==> config.mk <==
export PLATFORM = sky130hd
export DESIGN_NAME = cron_field_mask_parser
export DESIGN_NICKNAME = d
export VERILOG_FILES = /design/src/sv/cfmp_pkg.sv /design/src/sv/cron_field_mask_parser.sv
export SDC_FILE = /design/constraint.sdc
export NUM_CORES = 1
export LEC_CHECK = 0
export ABC_CLOCK_PERIOD_IN_PS = 7250
export BUFFER_PORTS_ARGS = -buffer_cell sky130_fd_sc_hd__buf_2
export CORE_MARGIN = 2
export CORE_UTILIZATION = 60
export CTS_BUF_LIST = sky130_fd_sc_hd__clkbuf_8
export DETAILED_ROUTE_END_ITERATION = 8
export PLACE_DENSITY = 0.81
export SLEW_MARGIN = 20
export SYNTH_ARGS = -nofsm -noshare
export SYNTH_HDL_FRONTEND = slang
export SYNTH_SLANG_ARGS = --single-unit
==> constraint.sdc <==
create_clock -name clk -period 7.25 [get_ports clk]
set_input_delay 1.0875 -clock clk [delete_from_list [all_inputs] [get_ports clk]]
set_output_delay 1.0875 -clock clk [all_outputs]
set_load 0.01 [all_outputs]
==> src/sv/cfmp_pkg.sv <==
// ----------------------------------------------------------------------------
// cfmp_pkg
// Types and constants for the crontab time field mask parser.
// ----------------------------------------------------------------------------
package cfmp_pkg;

  // Width of the value mask; bits at or above it are never set.
  localparam int MASK_WIDTH = 32;

  // Configuration register geometry.
  localparam int CFG_IDX_W  = 2;
  localparam int CFG_DATA_W = 5;
  localparam int LIMIT_W    = 5;

  // Number accumulators saturate at ACC_LIMIT.
  localparam int NUM_W     = 10;
  localparam int ACC_LIMIT = 1023;

  // Products used by the accumulate and divide-by-ten logic.
  localparam int ACC_SUM_W = 14;
  localparam int DIV_PROD_W = 18;
  localparam int DIV_RECIP  = 205;
  localparam int DIV_SHIFT  = 11;

  // Configuration register indexes.
  typedef enum logic [CFG_IDX_W-1:0] {
    REG_MIN_VALUE    = 2'd0,
    REG_MAX_VALUE    = 2'd1,
    REG_MINUTES_MODE = 2'd2
  } cfg_reg_t;

  // Character codes.
  localparam logic [7:0] CHAR_NUL   = 8'h00;
  localparam logic [7:0] CHAR_STAR  = 8'h2A;
  localparam logic [7:0] CHAR_COMMA = 8'h2C;
  localparam logic [7:0] CHAR_DASH  = 8'h2D;
  localparam logic [7:0] CHAR_ZERO  = 8'h30;
  localparam logic [7:0] CHAR_NINE  = 8'h39;

  // Result status codes.
  localparam logic STATUS_OK  = 1'b0;
  localparam logic STATUS_ERR = 1'b1;

  // Parser phase.
  typedef enum logic [2:0] {
    PH_START  = 3'd0,
    PH_NUMBER = 3'd1,
    PH_COMMA  = 3'd2,
    PH_RANGE  = 3'd3,
    PH_ALL    = 3'd4,
    PH_SKIP   = 3'd5
  } phase_t;

endpackage

==> src/sv/cron_field_mask_parser.sv <==
// ----------------------------------------------------------------------------
// cron_field_mask_parser
// Parses one crontab time field, one character per transfer, into a value mask.
// ----------------------------------------------------------------------------
//
//  Channel  Ports                               Direction  Moves
//  -------  ----------------------------------  ---------  -----------------------
//  in       in_valid/in_ready, in_char_code     input      one field character
//  out      out_valid/out_ready, out_status,    output     one result per field
//           out_value_mask
//  cfg      cfg_we, cfg_index, cfg_wdata        input      limit and mode writes
//
// Every character is consumed in the cycle of its transfer: the parse state,
// the number accumulators and the mask are updated by one level of logic, and
// a finished field loads the output register. Sustained rate is one character
// per cycle; the input stalls only while a result sits unclaimed in the output
// register and out_ready is low. Reset (rst_n low, synchronous) returns the
// parser to the start of a field, empties the output register and restores the
// default limits 0..31 with minutes mode off.
//
// A field is either '*' alone or a comma list of numbers and inclusive ranges
// a-b. In minutes mode each finished number is divided by ten before it is
// checked against the limits. Any error gives one result with the error status
// at once, after which characters are dropped up to the terminating zero byte.

module cron_field_mask_parser (
  input  logic                               clk,
  input  logic                               rst_n,

  input  logic                               in_valid,
  output logic                               in_ready,
  input  logic [7:0]                         in_char_code,

  output logic                               out_valid,
  input  logic                               out_ready,
  output logic                               out_status,
  output logic [cfmp_pkg::MASK_WIDTH-1:0]    out_value_mask,

  input  logic                               cfg_we,
  input  logic [cfmp_pkg::CFG_IDX_W-1:0]     cfg_index,
  input  logic [cfmp_pkg::CFG_DATA_W-1:0]    cfg_wdata
);

  localparam int MW = cfmp_pkg::MASK_WIDTH;
  localparam int NW = cfmp_pkg::NUM_W;

  // Configuration registers.
  logic [cfmp_pkg::LIMIT_W-1:0] min_value_r;
  logic [cfmp_pkg::LIMIT_W-1:0] max_value_r;
  logic                         minutes_mode_r;

  // Parse state.
  cfmp_pkg::phase_t phase_r, phase_nxt;
  logic [NW-1:0]    range_start_r, range_start_nxt;
  logic [NW-1:0]    range_end_r, range_end_nxt;
  logic             end_seen_r, end_seen_nxt;
  logic [MW-1:0]    mask_acc_r, mask_acc_nxt;

  // Output register.
  logic             out_valid_r;
  logic             out_status_r, out_status_nxt;
  logic [MW-1:0]    out_mask_r, out_mask_nxt;
  logic             emit;

  logic in_fire;

  // Character decode.
  logic          is_digit, is_nul, is_star, is_comma, is_dash;
  logic [NW-1:0] digit_val;

  // Arithmetic on the accumulators.
  logic [NW-1:0] acc_start, acc_end;
  logic [NW-1:0] fin_start, fin_end;
  logic          start_ok, end_ok;

  // Mask generator.
  logic [NW-1:0] mark_lo, mark_hi;
  logic [MW-1:0] mark_mask;

  // Multiplies by ten, adds the new digit and saturates.
  function automatic logic [NW-1:0] accumulate(input logic [NW-1:0] acc,
                                               input logic [NW-1:0] dig);
    logic [cfmp_pkg::ACC_SUM_W-1:0] sum;
    sum = cfmp_pkg::ACC_SUM_W'(acc) * cfmp_pkg::ACC_SUM_W'(10)
        + cfmp_pkg::ACC_SUM_W'(dig);
    if (sum > cfmp_pkg::ACC_SUM_W'(cfmp_pkg::ACC_LIMIT)) begin
      return NW'(cfmp_pkg::ACC_LIMIT);
    end
    return sum[NW-1:0];
  endfunction

  // Divide by ten via reciprocal multiply; exact for all values below 1029.
  function automatic logic [NW-1:0] finish_number(input logic [NW-1:0] v,
                                                  input logic mm);
    logic [cfmp_pkg::DIV_PROD_W-1:0] prod;
    prod = cfmp_pkg::DIV_PROD_W'(v) * cfmp_pkg::DIV_PROD_W'(cfmp_pkg::DIV_RECIP);
    if (mm) begin
      return NW'(prod >> cfmp_pkg::DIV_SHIFT);
    end
    return v;
  endfunction

  assign in_ready = !out_valid_r || out_ready;
  assign in_fire  = in_valid && in_ready;

  assign out_valid      = out_valid_r;
  assign out_status     = out_status_r;
  assign out_value_mask = out_mask_r;

  assign is_digit  = (in_char_code >= cfmp_pkg::CHAR_ZERO) &&
                     (in_char_code <= cfmp_pkg::CHAR_NINE);
  assign is_nul    = (in_char_code == cfmp_pkg::CHAR_NUL);
  assign is_star   = (in_char_code == cfmp_pkg::CHAR_STAR);
  assign is_comma  = (in_char_code == cfmp_pkg::CHAR_COMMA);
  assign is_dash   = (in_char_code == cfmp_pkg::CHAR_DASH);
  assign digit_val = NW'(in_char_code[3:0]);

  assign acc_start = accumulate(range_start_r, digit_val);
  assign acc_end   = accumulate(range_end_r, digit_val);
  assign fin_start = finish_number(range_start_r, minutes_mode_r);
  assign fin_end   = finish_number(range_end_r, minutes_mode_r);

  assign start_ok = (fin_start >= NW'(min_value_r)) && (fin_start <= NW'(max_value_r));
  assign end_ok   = (fin_end >= NW'(min_value_r)) && (fin_end <= NW'(max_value_r)) &&
                    (range_start_r <= fin_end);

  // One shared mask generator: '*' marks the full limit span, a single number
  // marks itself, and a range marks start through end.
  always_comb begin
    unique case (phase_r)
      cfmp_pkg::PH_NUMBER: begin
        mark_lo = fin_start;
        mark_hi = fin_start;
      end
      cfmp_pkg::PH_RANGE: begin
        mark_lo = range_start_r;
        mark_hi = fin_end;
      end
      default: begin
        mark_lo = NW'(min_value_r);
        mark_hi = NW'(max_value_r);
      end
    endcase
  end

  // Bit k stands for value min_value + k; values above 31 are never marked.
  always_comb begin
    logic [NW-1:0] v;
    for (int k = 0; k < MW; k++) begin
      v = NW'(min_value_r) + NW'(k);
      mark_mask[k] = (v >= mark_lo) && (v <= mark_hi) && (v <= NW'(31));
    end
  end

  // Next phase. Every move back to the start of a field also clears the
  // field state, whether the field finished well or failed on its terminator.
  always_comb begin
    phase_nxt = phase_r;
    unique case (phase_r)
      cfmp_pkg::PH_START: begin
        if (is_nul) begin
          phase_nxt = cfmp_pkg::PH_START;
        end else if (is_star) begin
          phase_nxt = cfmp_pkg::PH_ALL;
        end else if (is_digit) begin
          phase_nxt = cfmp_pkg::PH_NUMBER;
        end else begin
          phase_nxt = cfmp_pkg::PH_SKIP;
        end
      end
      cfmp_pkg::PH_ALL: begin
        phase_nxt = is_nul ? cfmp_pkg::PH_START : cfmp_pkg::PH_SKIP;
      end
      cfmp_pkg::PH_NUMBER: begin
        if (is_digit) begin
          phase_nxt = cfmp_pkg::PH_NUMBER;
        end else if (is_nul) begin
          phase_nxt = cfmp_pkg::PH_START;
        end else if (!(is_comma || is_dash) || !start_ok) begin
          phase_nxt = cfmp_pkg::PH_SKIP;
        end else if (is_dash) begin
          phase_nxt = cfmp_pkg::PH_RANGE;
        end else begin
          phase_nxt = cfmp_pkg::PH_COMMA;
        end
      end
      cfmp_pkg::PH_COMMA: begin
        if (is_digit) begin
          phase_nxt = cfmp_pkg::PH_NUMBER;
        end else if (is_nul) begin
          phase_nxt = cfmp_pkg::PH_START;
        end else begin
          phase_nxt = cfmp_pkg::PH_SKIP;
        end
      end
      cfmp_pkg::PH_RANGE: begin
        if (is_digit) begin
          phase_nxt = cfmp_pkg::PH_RANGE;
        end else if (is_nul) begin
          phase_nxt = cfmp_pkg::PH_START;
        end else if (!is_comma || !end_seen_r || !end_ok) begin
          phase_nxt = cfmp_pkg::PH_SKIP;
        end else begin
          phase_nxt = cfmp_pkg::PH_COMMA;
        end
      end
      cfmp_pkg::PH_SKIP: begin
        phase_nxt = is_nul ? cfmp_pkg::PH_START : cfmp_pkg::PH_SKIP;
      end
      default: begin
        phase_nxt = cfmp_pkg::PH_START;
      end
    endcase
  end

  // Field data and the result.
  always_comb begin
    logic fail;
    logic done;
    fail            = 1'b0;
    done            = 1'b0;
    range_start_nxt = range_start_r;
    range_end_nxt   = range_end_r;
    end_seen_nxt    = end_seen_r;
    mask_acc_nxt    = mask_acc_r;

    unique case (phase_r)
      cfmp_pkg::PH_START: begin
        if (is_nul) begin
          done = 1'b1;
        end else if (is_star) begin
          mask_acc_nxt = mask_acc_r | mark_mask;
        end else if (is_digit) begin
          range_start_nxt = digit_val;
        end else begin
          fail = 1'b1;
        end
      end
      cfmp_pkg::PH_ALL: begin
        done = is_nul;
        fail = !is_nul;
      end
      cfmp_pkg::PH_NUMBER: begin
        if (is_digit) begin
          range_start_nxt = acc_start;
        end else if (!(is_comma || is_dash || is_nul) || !start_ok) begin
          fail = 1'b1;
        end else if (is_dash) begin
          range_start_nxt = fin_start;
          range_end_nxt   = '0;
          end_seen_nxt    = 1'b0;
        end else begin
          range_start_nxt = fin_start;
          mask_acc_nxt    = mask_acc_r | mark_mask;
          done            = is_nul;
        end
      end
      cfmp_pkg::PH_COMMA: begin
        if (is_digit) begin
          range_start_nxt = digit_val;
        end else begin
          fail = 1'b1;
        end
      end
      cfmp_pkg::PH_RANGE: begin
        if (is_digit) begin
          range_end_nxt = end_seen_r ? acc_end : digit_val;
          end_seen_nxt  = 1'b1;
        end else if (!(is_comma || is_nul) || !end_seen_r || !end_ok) begin
          fail = 1'b1;
        end else begin
          range_end_nxt = fin_end;
          mask_acc_nxt  = mask_acc_r | mark_mask;
          end_seen_nxt  = 1'b0;
          done          = is_nul;
        end
      end
      default: begin
      end
    endcase

    // The result takes the mask including the terminating element, before the
    // field state is cleared below.
    emit           = fail || done;
    out_status_nxt = fail ? cfmp_pkg::STATUS_ERR : cfmp_pkg::STATUS_OK;
    out_mask_nxt   = fail ? '0 : mask_acc_nxt;

    if (phase_nxt == cfmp_pkg::PH_START) begin
      range_start_nxt = '0;
      range_end_nxt   = '0;
      end_seen_nxt    = 1'b0;
      mask_acc_nxt    = '0;
    end
  end

  // Configuration writes.
  always_ff @(posedge clk) begin
    if (!rst_n) begin
      min_value_r    <= '0;
      max_value_r    <= cfmp_pkg::LIMIT_W'(31);
      minutes_mode_r <= 1'b0;
    end else if (cfg_we) begin
      unique case (cfg_index)
        cfmp_pkg::REG_MIN_VALUE:    min_value_r    <= cfg_wdata[cfmp_pkg::LIMIT_W-1:0];
        cfmp_pkg::REG_MAX_VALUE:    max_value_r    <= cfg_wdata[cfmp_pkg::LIMIT_W-1:0];
        cfmp_pkg::REG_MINUTES_MODE: minutes_mode_r <= cfg_wdata[0];
        default: begin
        end
      endcase
    end
  end

  // Parse state advances on each input transfer.
  always_ff @(posedge clk) begin
    if (!rst_n) begin
      phase_r       <= cfmp_pkg::PH_START;
      range_start_r <= '0;
      range_end_r   <= '0;
      end_seen_r    <= 1'b0;
      mask_acc_r    <= '0;
    end else if (in_fire) begin
      phase_r       <= phase_nxt;
      range_start_r <= range_start_nxt;
      range_end_r   <= range_end_nxt;
      end_seen_r    <= end_seen_nxt;
      mask_acc_r    <= mask_acc_nxt;
    end
  end

  // Output register: loads when a transfer finishes a field or reports an error,
  // frees when the result transfer completes.
  always_ff @(posedge clk) begin
    if (!rst_n) begin
      out_valid_r <= 1'b0;
    end else if (in_fire && emit) begin
      out_valid_r <= 1'b1;
    end else if (out_ready) begin
      out_valid_r <= 1'b0;
    end
  end

  always_ff @(posedge clk) begin
    if (in_fire && emit) begin
      out_status_r <= out_status_nxt;
      out_mask_r   <= out_mask_nxt;
    end
  end

endmodule

; ---- Word-level counts from Yosys, hierarchy flattened
; Index checks and enable logic that the tools add are counted.
[totals]
register_bits = 101
latchBits = 0
wordCells = 349
input_bits = 20
mem_bits_ro = 0
mem_bits_rw = 0
output_inout_bits = 35
n_memories = 0
[op_classes]
n_mux = 75
bitwise = 1
shift = 0
addsub = 33
n_reduce_logical = 103
order_cmp = 105
n_eq_ne = 17
mul = 4
div = 0
[op_table]
columns = operator, n
row1 = $ge 6x10->1, 31
row2 = $le 6x10->1, 31
row3 = $mux 32, 8
row4 = $mux 10, 21
row5 = $le 6x5->1 const B, 31
row6 = $add 5x5->6 const B, 16
row7 = $pmux 32 s3, 1
row8 = $logic_and 1x1->1, 70
row9 = $pmux 10 s2, 3
row10 = $add 5x4->6 const B, 8
row11 = $mul 10x8->18 const B, 2
row12 = $mux 3, 11
row13 = $or 32x32->32, 1
row14 = $pmux 10 s3, 1
row15 = $add 14x4->14, 2
row16 = $gt 14x10->1 const B, 2
row17 = $mul 10x3->13 const B, 2
row18 = $mux 1, 26
row19 = $add 5x3->6 const B, 4
row20 = $eq 8x6->1 const B, 3
row21 = $ge 10x5->1, 2
row22 = $le 10x5->1, 2
row23 = $ne 3x3->1 const B, 5
row24 = $pmux 3 s5, 1
row25 = 29 further kinds, 54

; ---- Logic depth before layout (Yosys ltp)
[depth]
word_depth = 15
depth_mapped = 29
depth_no_buf = 28

; ---- Least setup slack after synthesis
; Ideal clock, no wire load.
[synth_path]
kind = register to register
startpoint = register range_end_r[6]
endpoint = register out_status_r (netlist: out_status), enable pin
stages_incl_launch_ff = 28
arrival_ns = 6.920
path_buffers = 0
setup_time_ns = 0.423
required_time_ns = 6.827
slack_ns = -0.093
synth_period_minus_slack_ns = 7.343
cell_sequence = dfxtp_1 > ha_1 > inv_1 > fa_1 > inv_1 > fa_1 > inv_1 > fa_1 > inv_1 > ha_1 > and3_1 > and3_1 > a221oi_1 > nor2b_1 > nor2_1 > xnor2_1 > mux2i_1 > inv_1 > ha_1 > nand4_1 > mux2i_1 > a31oi_1 > a211o_1 > nor4b_4 > nand3_1 > nor3_1 > nor4_2 > nor2_1
[synth_between]
elab_chain_cells = 13
word_cells_on_any_way = 18
classes_between = 1 x mul / 3 x order compare / 8 x mux / 6 x reduce/logical
[synth_lines]
columns = item, line
row1 = "start, declared", cron_field_mask_parser.sv:55  ; logic [NW-1:0] range_end_r, range_end_nxt;
row2 = "start signal, assigned", cron_field_mask_parser.sv:324  ; range_end_r <= range_end_nxt;
row3 = $mul 10x8->18, cron_field_mask_parser.sv:96  ; prod = cfmp_pkg::DIV_PROD_W'(v) * cfmp_pkg::DIV_PROD_W'(cfmp_pkg::DIV_RECIP);
row4 = $mux 10, cron_field_mask_parser.sv:97  ; if (mm) begin
row5 = $mux 10 *, cron_field_mask_parser.sv:100  ; return v;
row6 = $ge 10x5->1 / $le 10x5->1 (equally long branches), cron_field_mask_parser.sv:124  ; assign end_ok = (fin_end >= NW'(min_value_r)) && (fin_end <= NW'(max_value_r)) &&
row7 = $logic_and 1x1->1, cron_field_mask_parser.sv:124
row8 = $logic_and 1x1->1 *, cron_field_mask_parser.sv:124
row9 = $logic_not 1->1 *, cron_field_mask_parser.sv:269  ; end else if (!(is_comma || is_nul) || !end_seen_r || !end_ok) begin
row10 = $logic_or 1x1->1 *, cron_field_mask_parser.sv:269
row11 = $mux 1, cron_field_mask_parser.sv:269
row12 = $mux 1, cron_field_mask_parser.sv:266  ; if (is_digit) begin
row13 = $pmux 1 s5 / $pmux 1 s4 (equally long branches), cron_field_mask_parser.sv:227  ; unique case (phase_r)
row14 = $logic_or 1x1->1 *, cron_field_mask_parser.sv:284  ; emit = fail || done;
row15 = $logic_and 1x1->1 *, cron_field_mask_parser.sv:343  ; if (in_fire && emit) begin
row16 = "end signal, assigned", cron_field_mask_parser.sv:344  ; out_status_r <= out_status_nxt;
row17 = "end, declared", cron_field_mask_parser.sv:61  ; logic out_status_r, out_status_nxt;
; Every way passes the cells marked *; elsewhere a longest branch is shown, timed or not. The select of a mux whose other input is x is not followed.
; A chain may end at the register's enable or synchronous reset.

; ---- Worst setup path in the final report
[layout_path]
startpoint = register range_end_r[2]
endpoint = register out_mask_r[30] (netlist: out_value_mask[30]), enable pin
[layout_between]
elab_chain_cells = 13
word_cells_on_any_way = 18
classes_between = 1 x mul / 3 x order compare / 8 x mux / 6 x reduce/logical
[layout_lines]
columns = item, line
row1 = $mul 10x8->18, cron_field_mask_parser.sv:96
row2 = $mux 10, cron_field_mask_parser.sv:97
row3 = $mux 10 *, cron_field_mask_parser.sv:100
row4 = $ge 10x5->1 / $le 10x5->1 (equally long branches), cron_field_mask_parser.sv:124
row5 = $logic_and 1x1->1, cron_field_mask_parser.sv:124
row6 = $logic_and 1x1->1 *, cron_field_mask_parser.sv:124
row7 = $logic_not 1->1 *, cron_field_mask_parser.sv:269
row8 = $logic_or 1x1->1 *, cron_field_mask_parser.sv:269
row9 = $mux 1, cron_field_mask_parser.sv:269
row10 = $mux 1, cron_field_mask_parser.sv:266
row11 = $pmux 1 s5 / $pmux 1 s4 (equally long branches), cron_field_mask_parser.sv:227
row12 = $logic_or 1x1->1 *, cron_field_mask_parser.sv:284
row13 = $logic_and 1x1->1 *, cron_field_mask_parser.sv:343
row14 = "end signal, assigned", cron_field_mask_parser.sv:345  ; out_mask_r <= out_mask_nxt;
row15 = "end, declared", cron_field_mask_parser.sv:62  ; logic [MW-1:0] out_mask_r, out_mask_nxt;
; Marked as above.

==> out/summary.md <==
The synthesized area per cell was 8.72 um^2; the area growth from synthesis to layout was 8.55%. The number of nets handed over by synthesis was 2113. The worst setup path is launched from a register.

Along the worst path, the maximum fanout reaches 17. For the via count of the first global-routing pass, the log shows 13893. On the critical path, the stage with the largest delay is an instance of sky130_fd_sc_hd__fa_1. Counting the fill cells in the layout gives 1979. The hold violation count in the final report is 0, and the total global-route track usage is 0.332. The average wire per standard cell was 20.4 um.

For this design the ratio of total power to cell area is 111 nW/um^2. After routing the design area is 15900 um^2. Worst max-slew margin expressed relative to the limit: 0.284. The logs give 57 for the cell row count and 42.6 mm for the final routed wirelength across all metal layers. Max-cap violations in this run came to 0. After clock tree synthesis, the flow added hold-fix buffers numbering 0. The tools report the initial antenna violation count as 1. Post-route core utilization: 0.658.

The count of cells in the finished layout, fillers not included, comes to 2086. The class of the worst hold path is reg2reg. The switching power share of the total was 0.401; the maximum buffer depth of the clock tree was 2. The vertical die dimension is 160 um. The number of nets in the finished design came out at 2188. The synthesized netlist cell count was 1682; the portion of total power attributed to the clock network was 0.228. Entering global routing, the biggest net connects 36 pins.

The power dissipated by switching net loads is 0.000711 W, and the fraction of registers with async set or reset after synthesis is 0. Yosys printed 0 warnings. TritonCTS built the clock tree.

STA classifies the critical path endpoint as a register. TritonCTS created 9 clock buffers. The run finished with clean final reports. The number of flip-flops and latches in the synthesized netlist works out to 101.

The leading area contributor after synthesis is sky130_fd_sc_hd__ha_1. The per-cell via count in the routed design is 6.58. The remaining global-route overflow was 0; the post-route clock period utilization was 0.975. Number of design-rule violations left by the first detailed-router iteration: 1318.

For this run, the detailed router's first-pass iteration total came to 5. Starting density of the core: 0.606. The worst-case IR drop observed on VDD is 0.0904 mV.

Data on the critical path is required at its endpoint by 7.43 ns. The area fraction of the dominant cell type after synthesis is 0.320, and the part of the total power dissipated in combinational logic is 0.419. Clock-pin slew was measured on the worst setup and hold paths at 0.12 ns. The tools report the placed cell area as 15500 um^2. Final critical delay including setup and external delays: 7.07 ns. Number of setup violations in the final report: 0. At the end of routability-driven placement, the weighted congestion stood at 0.958.

Most used flip-flop cell after synthesis: sky130_fd_sc_hd__dfxtp_1. For the final database, setup skew stands at 0.0183 ns. For the setup slack on the worst flop-to-flop path, the log shows 0.18 ns. For the core footprint, the log shows 24200 um^2. The internal power is 0.00106 W, and the endpoint arrival time on the critical path is 7.25 ns. The most numerous cell type found on the critical path is sky130_fd_sc_hd__inv_1. The wire-length estimate of the detail-placed layout is 32.3 mm.

The run gives 68.9 mm as the global-route wire length before repair. Including well taps, the total number of placed cells is 2063. The analysis attributes to cell leakage a power of 8.45 nW.

In this run, synthesis inferred 33 flip-flops with an integrated enable. The share of the yosys chip area belonging to registers was 0.160; the combined area of all synthesized cells was 14700 um^2. The sink count of the clock tree is 101, and the die width is 160 um. The number of port buffers is 54, and the residual DRC count is 0. In this run the number of H-tree levels came out at 3. Share of layout cells above drive strength 1: 0.0885.

The library cell used most frequently in the layout, excluding fill and tap cells, is sky130_fd_sc_hd__ha_1. The final route contains 13716 vias. After synthesis, the cell types taking the most area are sky130_fd_sc_hd__ha_1 32%, sky130_fd_sc_hd__dfxtp_1 9.3%, sky130_fd_sc_hd__a21o_1 7.2%.

The die area is 25700 um^2, and the actual transition at the worst max-transition pin is 1.07 ns. Leaving out fill and tap cells, the most frequent cells in the layout are 375 x sky130_fd_sc_hd__ha_1, 140 x sky130_fd_sc_hd__a21o_1, 129 x sky130_fd_sc_hd__a21oi_1, 126 x sky130_fd_sc_hd__inv_1, 118 x sky130_fd_sc_hd__nor2_1. In this design, the stage delay of the slowest critical-path cell is 0.53 ns.

By startpoint and endpoint, the worst setup path is classified as reg2reg. The logs give 0 for the final count of pins violating max slew and 0 for the count of antenna-violating nets left after detailed routing. Number of diodes: 0. For this run, the top clock speed supported by timing is 141 MHz. CTS placed an instance of sky130_fd_sc_hd__clkbuf_8 at the clock tree root.

The count of cell types in the netlist came out at 75. The power share of the sequential group came out at 0.353. The later pin in the worst-skew pair is clocked with a latency of 0.42 ns. For this design the top-level I/O count stands at 55.
routing by layer:
layer | share of wire | wire length [um] | global-route usage | vias to the layer above
met2 | 0.48 | 20300 | 0.576 | 623
met1 | 0.40 | 16900 | 0.394 | 6503
met5 | 0 | 0 | 0 | -
met3 | 0.072 | 3050 | 0.0597 | 178
li1 | - | - | - | 6412
met4 | 0.053 | 2270 | 0.167 | 0
metrics by stage:
stage               setup TNS [ns]  power (W)  worst slack [ns]  hold WS (ns)
finish                           0    0.00177             0.182         0.486
global route                 -3.62    0.00186            -0.125         0.516
CTS                              0    0.00174            0.0342         0.495
detailed placement          -0.541    0.00134           -0.0177         0.446
global placement                 0    0.00131             0.117         0.435
floorplan                        0    0.00112             0.192         0.425
worst max-delay path: cells and delay by family (launching register included):
kind | cells | cell delay [ns]
compound gates | 4 | 1.06
xor+xnor | 1 | 0.15
fa+ha+maj | 6 | 2.54
buf+inv | 7 | 0.68
flops | 1 | 0.41
mux | 2 | 0.46
simple gates | 9 | 1.48
power groups by stage:
stage	Combinational, W	Sequential [W]	Clock (W)
floorplan	0.000485	0.000638	0
global placement	0.000674	0.000638	0
detailed placement	0.000702	0.000638	0
CTS	0.000714	0.000625	0.000402
global route	0.000812	0.000627	0.000424
finish	0.000742	0.000625	0.000405
flip-flops by register name (all words and copies together) (netlist names), 3 cells and up:
name,flops
min_value_r,5
range_end_r,10
range_start_r,10
mask_acc_r,32
max_value_r,5
phase_r,3
out_value_mask,32
path summary, 6_finish.rpt:
check	cells past startpoint	end	startpoint
min	2	mask_acc_r[4]	mask_acc_r[4]
min reg2reg	2	mask_acc_r[4]	mask_acc_r[4]
max	29	out_value_mask[30]	range_end_r[2]
max reg2reg	29	out_value_mask[30]	range_end_r[2]
cell families (layout without fill, tap and decap cells):
kind of cell,count (synthesis),after routing,share of synthesized area
simple gates,395,396,0.132
flops,101,101,0.160
compound gates,534,534,0.249
mux,17,17,0.0119
buf+inv,169,248,0.0445
xor+xnor,55,55,0.0329
fa+ha+maj,411,411,0.369
Yosys cell counts, drive strengths merged (8+ instances only):
library cell  count
inv             126
nor3             24
a211oi           15
and3             21
a311o             8
and2             14
mux2i            13
o21ai            71
xnor2            35
nor2b            16
buf               9
fa               36
nor2            120
a21o            140
dfxtp            68
a31oi            15
edfxtp           33
nand2b           21
nand2            93
clkbuf           34
nand3            31
a21oi           130
nand4            24
o21a             15
xor2             20
a311oi           20
a22o             27
ha              375
layout make-up:
| cell class | instances | area (um^2) | area share |
|---|---|---|---|
| Clock buffer | 9 | 124 | 0.00778 |
| Clock inverter | 7 | 88.8 | 0.00558 |
| Inverter | 126 | 473 | 0.0297 |
| Multi-Input combinational cell | 1413 | 11800 | 0.739 |
| Sequential cell | 101 | 2350 | 0.148 |
| Tap cell | 324 | 405 | 0.0255 |
| Timing Repair Buffer | 106 | 714 | 0.0449 |
repair_timing:
action,CTS,global route
endpoints found under the setup margin,34,96
buffers inserted,0,6
gates resized for setup,3,12
pin swaps,2,3
gates cloned,1,0
Power figures use the tool's default switching activity.
